### src/hdl/ffca_pkg.sv
package ffca_pkg;

   localparam int MAX_CHUNKS = 32;
   localparam int ADDR_BITS  = 16;

   localparam int SIZE_W  = 10;
   localparam int HEAP_W  = 17;
   localparam int CTR_W   = 32;
   localparam int STAT_W  = 3;
   localparam int CNT_W   = $clog2(MAX_CHUNKS + 1);
   localparam int SLOT_W  = CNT_W + 1;
   localparam int BUMP_W  = ADDR_BITS + 1;
   localparam int CMP_W   = (ADDR_BITS + 2 > HEAP_W + 1) ? ADDR_BITS + 2 : HEAP_W + 1;

   localparam logic [HEAP_W-1:0] HEAP_RESET = HEAP_W'(65536);

   localparam logic [SIZE_W-1:0] CLASS_32  = SIZE_W'(32);
   localparam logic [SIZE_W-1:0] CLASS_64  = SIZE_W'(64);
   localparam logic [SIZE_W-1:0] CLASS_128 = SIZE_W'(128);
   localparam logic [SIZE_W-1:0] CLASS_256 = SIZE_W'(256);
   localparam logic [SIZE_W-1:0] CLASS_512 = SIZE_W'(512);

   localparam logic FUNC_ALLOC = 1'b0;
   localparam logic FUNC_FREE  = 1'b1;

   localparam logic [STAT_W-1:0] STAT_REUSED    = 3'd0;
   localparam logic [STAT_W-1:0] STAT_NEW       = 3'd1;
   localparam logic [STAT_W-1:0] STAT_TOO_LARGE = 3'd2;
   localparam logic [STAT_W-1:0] STAT_NO_SPACE  = 3'd3;
   localparam logic [STAT_W-1:0] STAT_EMPTY     = 3'd4;

   typedef enum logic [0:0] {
      FSM_IDLE,
      FSM_UPDATE
   } state_type;

   typedef struct packed {
      logic [ADDR_BITS-1:0] addr;
      logic [SIZE_W-1:0]    size;
   } entry_type;

   typedef struct packed {
      logic match_en;
      logic remove;
      logic append;
   } free_ctl_type;

   typedef struct packed {
      logic push;
      logic pop;
   } stack_ctl_type;

   function automatic logic [SIZE_W-1:0] size_class(input logic [SIZE_W-1:0] req);
      logic [SIZE_W-1:0] cls;
      if (req <= CLASS_32) begin
         cls = CLASS_32;
      end else if (req <= CLASS_64) begin
         cls = CLASS_64;
      end else if (req <= CLASS_128) begin
         cls = CLASS_128;
      end else if (req <= CLASS_256) begin
         cls = CLASS_256;
      end else begin
         cls = CLASS_512;
      end
      return cls;
   endfunction

endpackage

### src/hdl/ffca_free_cell.sv
module ffca_free_cell (
   input  logic                              clock,
   input  logic                              reset,
   input  ffca_pkg::free_ctl_type            ctl,
   input  logic                              occupied,
   input  logic                              tail,
   input  logic [ffca_pkg::SIZE_W-1:0]       req_size,
   input  ffca_pkg::entry_type               app_entry,
   input  ffca_pkg::entry_type               nbr_entry,
   input  logic                              taken_in,
   output logic                              taken_out,
   output logic                              sel,
   output ffca_pkg::entry_type               entry
);

   ffca_pkg::entry_type entry_ff, entry_in;
   logic                match_ff, match_in;

   assign taken_out = taken_in | match_ff;
   assign sel       = match_ff & ~taken_in;
   assign entry     = entry_ff;

   always_comb begin
      match_in = match_ff;
      if (ctl.match_en) begin
         match_in = occupied && (entry_ff.size >= req_size);
      end
      entry_in = entry_ff;
      // close the gap: every cell at or past the removed one pulls from its neighbor
      if (ctl.remove && taken_out) begin
         entry_in = nbr_entry;
      end else if (ctl.append && tail) begin
         entry_in = app_entry;
      end
   end

   always_ff @(posedge clock) begin
      if (reset) begin
         match_ff <= 1'b0;
      end else begin
         match_ff <= match_in;
      end
   end

   always_ff @(posedge clock) begin
      entry_ff <= entry_in;
   end

endmodule

### src/hdl/ffca_free_chain.sv
module ffca_free_chain (
   input  logic                              clock,
   input  logic                              reset,
   input  ffca_pkg::free_ctl_type            ctl,
   input  logic [ffca_pkg::SIZE_W-1:0]       req_size,
   input  ffca_pkg::entry_type               app_entry,
   input  logic [ffca_pkg::CNT_W-1:0]        free_cnt,
   output logic                              found,
   output ffca_pkg::entry_type               sel_entry
);

   localparam int N = ffca_pkg::MAX_CHUNKS;

   logic [N:0]          taken;
   logic [N-1:0]        sel;
   ffca_pkg::entry_type entry [N];
   ffca_pkg::entry_type nbr   [N];

   assign taken[0] = 1'b0;
   assign found    = taken[N];

   for (genvar i = 0; i < N; i++) begin : g_cell
      if (i < N - 1) begin : g_mid
         assign nbr[i] = entry[i+1];
      end else begin : g_last
         assign nbr[i] = entry[i];
      end

      ffca_free_cell u_cell (
         .clock     (clock),
         .reset     (reset),
         .ctl       (ctl),
         .occupied  (ffca_pkg::CNT_W'(i) < free_cnt),
         .tail      (ffca_pkg::CNT_W'(i) == free_cnt),
         .req_size  (req_size),
         .app_entry (app_entry),
         .nbr_entry (nbr[i]),
         .taken_in  (taken[i]),
         .taken_out (taken[i+1]),
         .sel       (sel[i]),
         .entry     (entry[i])
      );
   end

   always_comb begin
      sel_entry = '0;
      for (int i = 0; i < N; i++) begin
         sel_entry = sel_entry | (entry[i] & {$bits(ffca_pkg::entry_type){sel[i]}});
      end
   end

endmodule

### src/hdl/ffca_used_stack.sv
module ffca_used_stack (
   input  logic                   clock,
   input  ffca_pkg::stack_ctl_type ctl,
   input  ffca_pkg::entry_type    push_entry,
   output ffca_pkg::entry_type    top
);

   localparam int N = ffca_pkg::MAX_CHUNKS;

   ffca_pkg::entry_type cell_ff [N];
   ffca_pkg::entry_type cell_in [N];

   assign top = cell_ff[0];

   // push shifts every cell one place deeper, pop shifts toward the top
   always_comb begin
      for (int i = 0; i < N; i++) begin
         cell_in[i] = cell_ff[i];
         if (ctl.push) begin
            cell_in[i] = (i == 0) ? push_entry : cell_ff[(i == 0) ? 0 : i - 1];
         end else if (ctl.pop) begin
            cell_in[i] = (i == N - 1) ? cell_ff[i] : cell_ff[(i == N - 1) ? i : i + 1];
         end
      end
   end

   always_ff @(posedge clock) begin
      for (int i = 0; i < N; i++) begin
         cell_ff[i] <= cell_in[i];
      end
   end

endmodule

### src/hdl/first_fit_chunk_allocator.sv
// First-fit chunk allocator.
// Request channel (req_valid/req_ready): req_func selects allocate or free,
// req_req_size gives the requested bytes. Result channel (rsp_valid/rsp_ready)
// returns address, chunk size, status and both request counters, one result
// per request. csr_wr_en/csr_wr_data write the heap limit; write it only while
// no request is in flight.
// An allocate takes the oldest free chunk that is large enough; otherwise it
// carves a size-class chunk (32..512 bytes) at the bump pointer. A free pops
// the most recent allocation and appends it to the free list.
// Each request has an accept cycle, where every free-list cell
// compares its size against the request, and an update cycle, where the
// first hit is picked along the cell chain and the lists shift. The result
// is valid the cycle after the update; one request is worked at a time, so
// the next request is accepted only after the update is done.
// A result waiting in the output register does not block the next accept;
// the update cycle holds only while the output register is occupied and rsp_ready is low.
// Reset (synchronous) empties both lists, clears the bump pointer and
// counters, and sets the heap limit to 65536.
module first_fit_chunk_allocator (
   input  logic                                 clock,
   input  logic                                 reset,
   input  logic                                 req_valid,
   output logic                                 req_ready,
   input  logic                                 req_func,
   input  logic [ffca_pkg::SIZE_W-1:0]          req_req_size,
   output logic                                 rsp_valid,
   input  logic                                 rsp_ready,
   output logic [ffca_pkg::ADDR_BITS-1:0]       rsp_address,
   output logic [ffca_pkg::SIZE_W-1:0]          rsp_chunk_size,
   output logic [ffca_pkg::STAT_W-1:0]          rsp_status,
   output logic [ffca_pkg::CTR_W-1:0]           rsp_alloc_count,
   output logic [ffca_pkg::CTR_W-1:0]           rsp_free_count_total,
   input  logic                                 csr_wr_en,
   input  logic [ffca_pkg::HEAP_W-1:0]          csr_wr_data
);

   ffca_pkg::state_type state_ff, state_in;

   logic                            func_ff;
   logic [ffca_pkg::SIZE_W-1:0]     size_ff;
   logic [ffca_pkg::CNT_W-1:0]      free_cnt_ff, free_cnt_in;
   logic [ffca_pkg::CNT_W-1:0]      used_cnt_ff, used_cnt_in;
   logic [ffca_pkg::BUMP_W-1:0]     bump_ff, bump_in;
   logic [ffca_pkg::CTR_W-1:0]      alloc_cnt_ff, alloc_cnt_in;
   logic [ffca_pkg::CTR_W-1:0]      free_tot_ff, free_tot_in;
   logic [ffca_pkg::HEAP_W-1:0]     heap_limit_ff;

   logic                            rsp_valid_ff, rsp_valid_in;
   logic [ffca_pkg::ADDR_BITS-1:0]  rsp_addr_ff, rsp_addr_in;
   logic [ffca_pkg::SIZE_W-1:0]     rsp_size_ff, rsp_size_in;
   logic [ffca_pkg::STAT_W-1:0]     rsp_stat_ff, rsp_stat_in;

   ffca_pkg::free_ctl_type          free_ctl;
   ffca_pkg::stack_ctl_type         stack_ctl;
   ffca_pkg::entry_type             app_entry, push_entry, sel_entry, top_entry;
   logic                            found;
   logic                            go;
   logic [ffca_pkg::SIZE_W-1:0]     cls;
   logic [ffca_pkg::CMP_W-1:0]      bump_end;
   logic                            fits;
   logic                            slots_full;

   assign req_ready = (state_ff == ffca_pkg::FSM_IDLE);
   assign go        = (state_ff == ffca_pkg::FSM_UPDATE) && (!rsp_valid_ff || rsp_ready);

   assign cls        = ffca_pkg::size_class(size_ff);
   assign bump_end   = ffca_pkg::CMP_W'(bump_ff) + ffca_pkg::CMP_W'(cls);
   assign fits       = (bump_end <= ffca_pkg::CMP_W'(heap_limit_ff)) &&
                       (bump_end <= (ffca_pkg::CMP_W'(1) << ffca_pkg::ADDR_BITS));
   assign slots_full = (ffca_pkg::SLOT_W'(free_cnt_ff) + ffca_pkg::SLOT_W'(used_cnt_ff)) >=
                       ffca_pkg::SLOT_W'(ffca_pkg::MAX_CHUNKS);

   ffca_free_chain u_free (
      .clock     (clock),
      .reset     (reset),
      .ctl       (free_ctl),
      .req_size  (req_req_size),
      .app_entry (app_entry),
      .free_cnt  (free_cnt_ff),
      .found     (found),
      .sel_entry (sel_entry)
   );

   ffca_used_stack u_used (
      .clock      (clock),
      .ctl        (stack_ctl),
      .push_entry (push_entry),
      .top        (top_entry)
   );

   assign app_entry = top_entry;

   always_comb begin
      state_in           = state_ff;
      free_ctl.match_en  = 1'b0;
      free_ctl.remove    = 1'b0;
      free_ctl.append    = 1'b0;
      stack_ctl.push     = 1'b0;
      stack_ctl.pop      = 1'b0;
      push_entry         = sel_entry;
      free_cnt_in        = free_cnt_ff;
      used_cnt_in        = used_cnt_ff;
      bump_in            = bump_ff;
      alloc_cnt_in       = alloc_cnt_ff;
      free_tot_in        = free_tot_ff;
      rsp_addr_in        = rsp_addr_ff;
      rsp_size_in        = rsp_size_ff;
      rsp_stat_in        = rsp_stat_ff;
      rsp_valid_in       = rsp_valid_ff && !rsp_ready;

      case (state_ff)
         ffca_pkg::FSM_IDLE: begin
            if (req_valid) begin
               free_ctl.match_en = 1'b1;
               state_in          = ffca_pkg::FSM_UPDATE;
            end
         end
         ffca_pkg::FSM_UPDATE: begin
            if (go) begin
               state_in     = ffca_pkg::FSM_IDLE;
               rsp_valid_in = 1'b1;
               rsp_addr_in  = '0;
               rsp_size_in  = '0;
               if (func_ff == ffca_pkg::FUNC_FREE) begin
                  if (used_cnt_ff == '0 ||
                      free_cnt_ff >= ffca_pkg::CNT_W'(ffca_pkg::MAX_CHUNKS)) begin
                     rsp_stat_in = ffca_pkg::STAT_EMPTY;
                  end else begin
                     stack_ctl.pop   = 1'b1;
                     free_ctl.append = 1'b1;
                     used_cnt_in     = used_cnt_ff - ffca_pkg::CNT_W'(1);
                     free_cnt_in     = free_cnt_ff + ffca_pkg::CNT_W'(1);
                     free_tot_in     = free_tot_ff + ffca_pkg::CTR_W'(1);
                     rsp_addr_in     = top_entry.addr;
                     rsp_size_in     = top_entry.size;
                     rsp_stat_in     = ffca_pkg::STAT_REUSED;
                  end
               end else if (size_ff > ffca_pkg::CLASS_512) begin
                  rsp_stat_in = ffca_pkg::STAT_TOO_LARGE;
               end else if (found && used_cnt_ff < ffca_pkg::CNT_W'(ffca_pkg::MAX_CHUNKS)) begin
                  free_ctl.remove = 1'b1;
                  stack_ctl.push  = 1'b1;
                  free_cnt_in     = free_cnt_ff - ffca_pkg::CNT_W'(1);
                  used_cnt_in     = used_cnt_ff + ffca_pkg::CNT_W'(1);
                  rsp_addr_in     = sel_entry.addr;
                  rsp_size_in     = sel_entry.size;
                  rsp_stat_in     = ffca_pkg::STAT_REUSED;
               end else if (slots_full || !fits) begin
                  rsp_stat_in = ffca_pkg::STAT_NO_SPACE;
               end else begin
                  stack_ctl.push  = 1'b1;
                  push_entry.addr = bump_ff[ffca_pkg::ADDR_BITS-1:0];
                  push_entry.size = cls;
                  used_cnt_in     = used_cnt_ff + ffca_pkg::CNT_W'(1);
                  alloc_cnt_in    = alloc_cnt_ff + ffca_pkg::CTR_W'(1);
                  bump_in         = bump_end[ffca_pkg::BUMP_W-1:0];
                  rsp_addr_in     = bump_ff[ffca_pkg::ADDR_BITS-1:0];
                  rsp_size_in     = cls;
                  rsp_stat_in     = ffca_pkg::STAT_NEW;
               end
            end
         end
         default: begin
            state_in = ffca_pkg::FSM_IDLE;
         end
      endcase
   end

   always_ff @(posedge clock) begin
      if (reset) begin
         state_ff      <= ffca_pkg::FSM_IDLE;
         free_cnt_ff   <= '0;
         used_cnt_ff   <= '0;
         bump_ff       <= '0;
         alloc_cnt_ff  <= '0;
         free_tot_ff   <= '0;
         heap_limit_ff <= ffca_pkg::HEAP_RESET;
         rsp_valid_ff  <= 1'b0;
      end else begin
         state_ff      <= state_in;
         free_cnt_ff   <= free_cnt_in;
         used_cnt_ff   <= used_cnt_in;
         bump_ff       <= bump_in;
         alloc_cnt_ff  <= alloc_cnt_in;
         free_tot_ff   <= free_tot_in;
         rsp_valid_ff  <= rsp_valid_in;
         if (csr_wr_en) begin
            heap_limit_ff <= csr_wr_data;
         end
      end
   end

   always_ff @(posedge clock) begin
      if (req_valid && req_ready) begin
         func_ff <= req_func;
         size_ff <= req_req_size;
      end
      rsp_addr_ff <= rsp_addr_in;
      rsp_size_ff <= rsp_size_in;
      rsp_stat_ff <= rsp_stat_in;
   end

   assign rsp_valid            = rsp_valid_ff;
   assign rsp_address          = rsp_addr_ff;
   assign rsp_chunk_size       = rsp_size_ff;
   assign rsp_status           = rsp_stat_ff;
   // counters only move when a new result is loaded, so the live values are this result's values
   assign rsp_alloc_count      = alloc_cnt_ff;
   assign rsp_free_count_total = free_tot_ff;

endmodule

### config.mk
export PLATFORM = sky130hd
export DESIGN_NAME = first_fit_chunk_allocator
export DESIGN_NICKNAME = d
export VERILOG_FILES = /design/src/hdl/ffca_pkg.sv /design/src/hdl/ffca_free_cell.sv /design/src/hdl/ffca_free_chain.sv /design/src/hdl/ffca_used_stack.sv /design/src/hdl/first_fit_chunk_allocator.sv
export SDC_FILE = /design/constraint.sdc
export NUM_CORES = 2
export LEC_CHECK = 0
export BUFFER_PORTS_ARGS = -buffer_cell sky130_fd_sc_hd__buf_2
export CORE_MARGIN = 2
export CORE_UTILIZATION = 64
export CTS_BUF_LIST = sky130_fd_sc_hd__clkbuf_4
export DETAILED_ROUTE_END_ITERATION = 16
export PLACE_DENSITY = 0.81
export SETUP_SLACK_MARGIN = 0.5
export SLEW_MARGIN = 5
export SYNTH_ARGS = -nofsm -noshare
export SYNTH_HDL_FRONTEND = slang
export SYNTH_HIERARCHICAL = 1
export SYNTH_SLANG_ARGS = --single-unit
### constraint.sdc
create_clock -name clock -period 19.7 [get_ports clock]
set_input_delay 1.97 -clock clock [delete_from_list [all_inputs] [get_ports clock]]
set_output_delay 1.97 -clock clock [all_outputs]
set_load 0.02 [all_outputs]
==> impl_metrics.json <==
{
  "final-seq-area_mm2": 0.0540,
  "violations": "capacitance limit, slew limit",
  "cts_resized": 0,
  "ys_seq_area_share_pct": 55.7,
  "grt-ovfl-total": 0,
  "hold_buffers": 0,
  "synth_area_per_cell_um2": 15.2,
  "ir_drop_mv": 0.0776,
  "cp_max_fo": 176,
  "dr.pass1.iters": 11,
  "fp.coreArea_mm2": 0.150,
  "critPathLaunchType": "flip-flop",
  "via_count": 61900,
  "place.port_buffers": 127,
  "fmax_mhz": 65.1,
  "final.setup.worst_slack_ns": 4.33,
  "totalWireLength_um": 275000,
  "nFillCells": 9847,
  "start_util_pct": 64.5,
  "grt_setup_unrepaired": "no",
  "die_y_um": 393,
  "grt_pass1_vias": 60200,
  "worstPathRequired_ns": 20.69,
  "cts_buffers": 472,
  "post_cts_buffers": 0,
  "setup_tns_ns": 0,
  "synth-main-ff-cell": "edfxtp_1",
  "multiInputGateArea_mm2": 0.0388,
  "hpwl_um": 162000,
  "synth-edff-count": 1704,
  "num_rows": 142,
  "cpPeakStageDelay_ns": 0.67,
  "max_slew_margin_pct": -2.96,
  "critPathArrivalTime_ns": 16.36,
  "setup_viol": 0,
  "holdCritPathClass": "reg -> reg",
  "clkSinkCount": 1843,
  "drive_above_1_share_pct": 38.1,
  "clkLatencyLatePin_ns": 1.36,
  "grt_usage_pct": 34.9,
  "drt-initial-drc-count": 9749,
  "maxCapViolCount": 4,
  "powerDensity_mw_per_mm2": 84.0,
  "synth_most_common_cell": "edfxtp_1",
  "place_congestion": 0.964,
  "die_x_um": 393,
  "ys_warn_count": 6,
  "ys_ff_latch": 1843,
  "viasPerCell": 6.80,
  "synth_top_area_share_pct": 52.8,
  "cts_tree": "yes",
  "grt_pass1_wl_um": 393000,
  "finalHoldViolCount": 0,
  "worst_pin_slew_ns": 1.54,
  "clock-skew-final_ns": 0.141,
  "clk_pin_slew_ns": 0.07,
  "min_period_ns": 15.37,
  "ys_types": 75,
  "grt_antenna_before_repair": 8,
  "drc": 0,
  "cts-htree-levels": 5,
  "cts_root_buf": "clkbuf_4",
  "yosys-top-cells-count": "edfxtp_1, mux2_4, mux2_2",
  "area_growth_pct": 6.98,
  "clock_path_buffers": 4,
  "pin_count": 128,
  "worstSetupPathType": "reg -> reg",
  "fin_crit_sh_pct": 78.0,
  "dp_slack_ns": 4.71,
  "grt_max_degree": 196,
  "cp_common_cell": "or2_4",
  "wl_per_cell_um": 30.2,
  "synthesis.area_mm2": 0.0969,
  "finalMaxSlewViolations": 55,
  "synth.top_cells.by_area": "edfxtp_1, mux2_4, mux2_2, ha_1, a22oi_1",
  "p_leak_nw": 37.0,
  "status": "finished with violations",
  "synthArstFlopShare_pct": 0,
  "syn_inst": 6391,
  "nets": 7137,
  "yosys.area.top_type": "edfxtp_1",
  "crit_slowest_cell": "buf_4",
  "ant_nets": 0,
  "die_area_mm2": 0.155,
  "endpoint_kind": "flip-flop"
}
[cells by family after synthesis]
kind of cell             after synthesis  share of synthesized area [%]
XOR/XNOR                              54                          0.488
adder cells (fa/ha/maj)              357                           4.64
other                                  1                        0.00387
buffers and inverters                704                           4.61
multiplexers                        1671                           22.6
AND/OR/NAND/NOR                      851                           5.24
AO/OA/AOI/OAI                        910                           6.69
flip-flops                          1843                           55.7
[layout by cell type, fill, tap and decap left out, types with 81 or more instances in the layout]
cell | Yosys | final
mux2_4 | 837 | 837
a21oi_1 | 150 | 149
dfxtp_1 | 139 | 139
mux2_2 | 809 | 809
nand2_1 | 174 | 142
ha_1 | 353 | 353
nor2_1 | 138 | 135
clkinv_1 | 1 | 118
inv_1 | 374 | 374
clkbuf_4 | 0 | 654
a22oi_1 | 418 | 418
buf_2 | 97 | 126
buf_4 | 32 | 81
nand4_1 | 153 | 153
edfxtp_1 | 1704 | 1704
[flip-flops by register name, indices dropped and copies added (netlist names), 12 cells and up]
register and flops:
u_free/g_cell.u_cell/entry 832, bump_ff 12, heap_limit_ff 17, u_free/g_cell.u_cell/match_ff 32
u_used/cell_ff 832, rsp_alloc_count 32, rsp_free_count_total 32, rsp_address 16
[cell type report]
cell class                 count  area share [%]
clock inverter               156           0.686
clock buffer                 654            4.74
inverter                     375            1.36
timing repair buffer         210            1.24
sequential                  1843            52.1
tap                         2016            2.43
multi-input combinational   3845            37.5
antenna                        9          0.0217
[critical path: cells and delay by family, from the launching register on]
family	cells	cell delay, ns
simple gates	33	9.55
buf+inv	7	3.75
mux	1	0.44
compound gates	1	0.38
flops	1	0.33
[per-stage QoR]
| step | total power, mW | hold slack [ns] | instances | utilization (%) | area, um2 |
|---|---|---|---|---|---|
| CTS | 8.70 | 0.458 | 9099 | 69.0 | 104000 |
| finish | 8.70 | 0.457 | 9108 | 69.0 | 104000 |
| detailed placement | 5.58 | 0.444 | 8289 | 65.3 | 98000 |
| floorplan | 5.34 | 0.422 | 6392 | - | 96900 |
| global placement | 5.54 | 0.431 | 8289 | 65.3 | 98000 |
| global route | 8.98 | 0.473 | 9105 | 69.0 | 104000 |
[per-layer routing]
layer | vias to the layer above | routed length [um] | GRT usage [%]
li1 | 25800 | - | -
met1 | 29900 | 99300 | 45.5
met2 | 5045 | 113000 | 48.7
met3 | 1208 | 44000 | 14.2
met4 | 6 | 19400 | 20.7
met5 | - | 65 | 0.415
[final timing paths]
check,start,cells after the start,end,slack (ns)
setup / recovery,u_free/g_cell[0].u_cell/match_ff,42,u_used/cell_ff[1][208],4.33
hold / removal,u_used/cell_ff[1][382],0,u_used/cell_ff[1][408],0.46
setup reg to reg,u_free/g_cell[0].u_cell/match_ff,42,u_used/cell_ff[1][208],4.33
hold reg to reg,u_used/cell_ff[1][382],0,u_used/cell_ff[1][408],0.46
[power breakdown]
part,switching [mW],leakage (nW),internal (mW)
combinational,0.629,19.3,0.395
clock,1.60,3.36,1.57
sequential,0.0834,14.4,4.43
No activity file was read; power rests on OpenSTA's default activity.
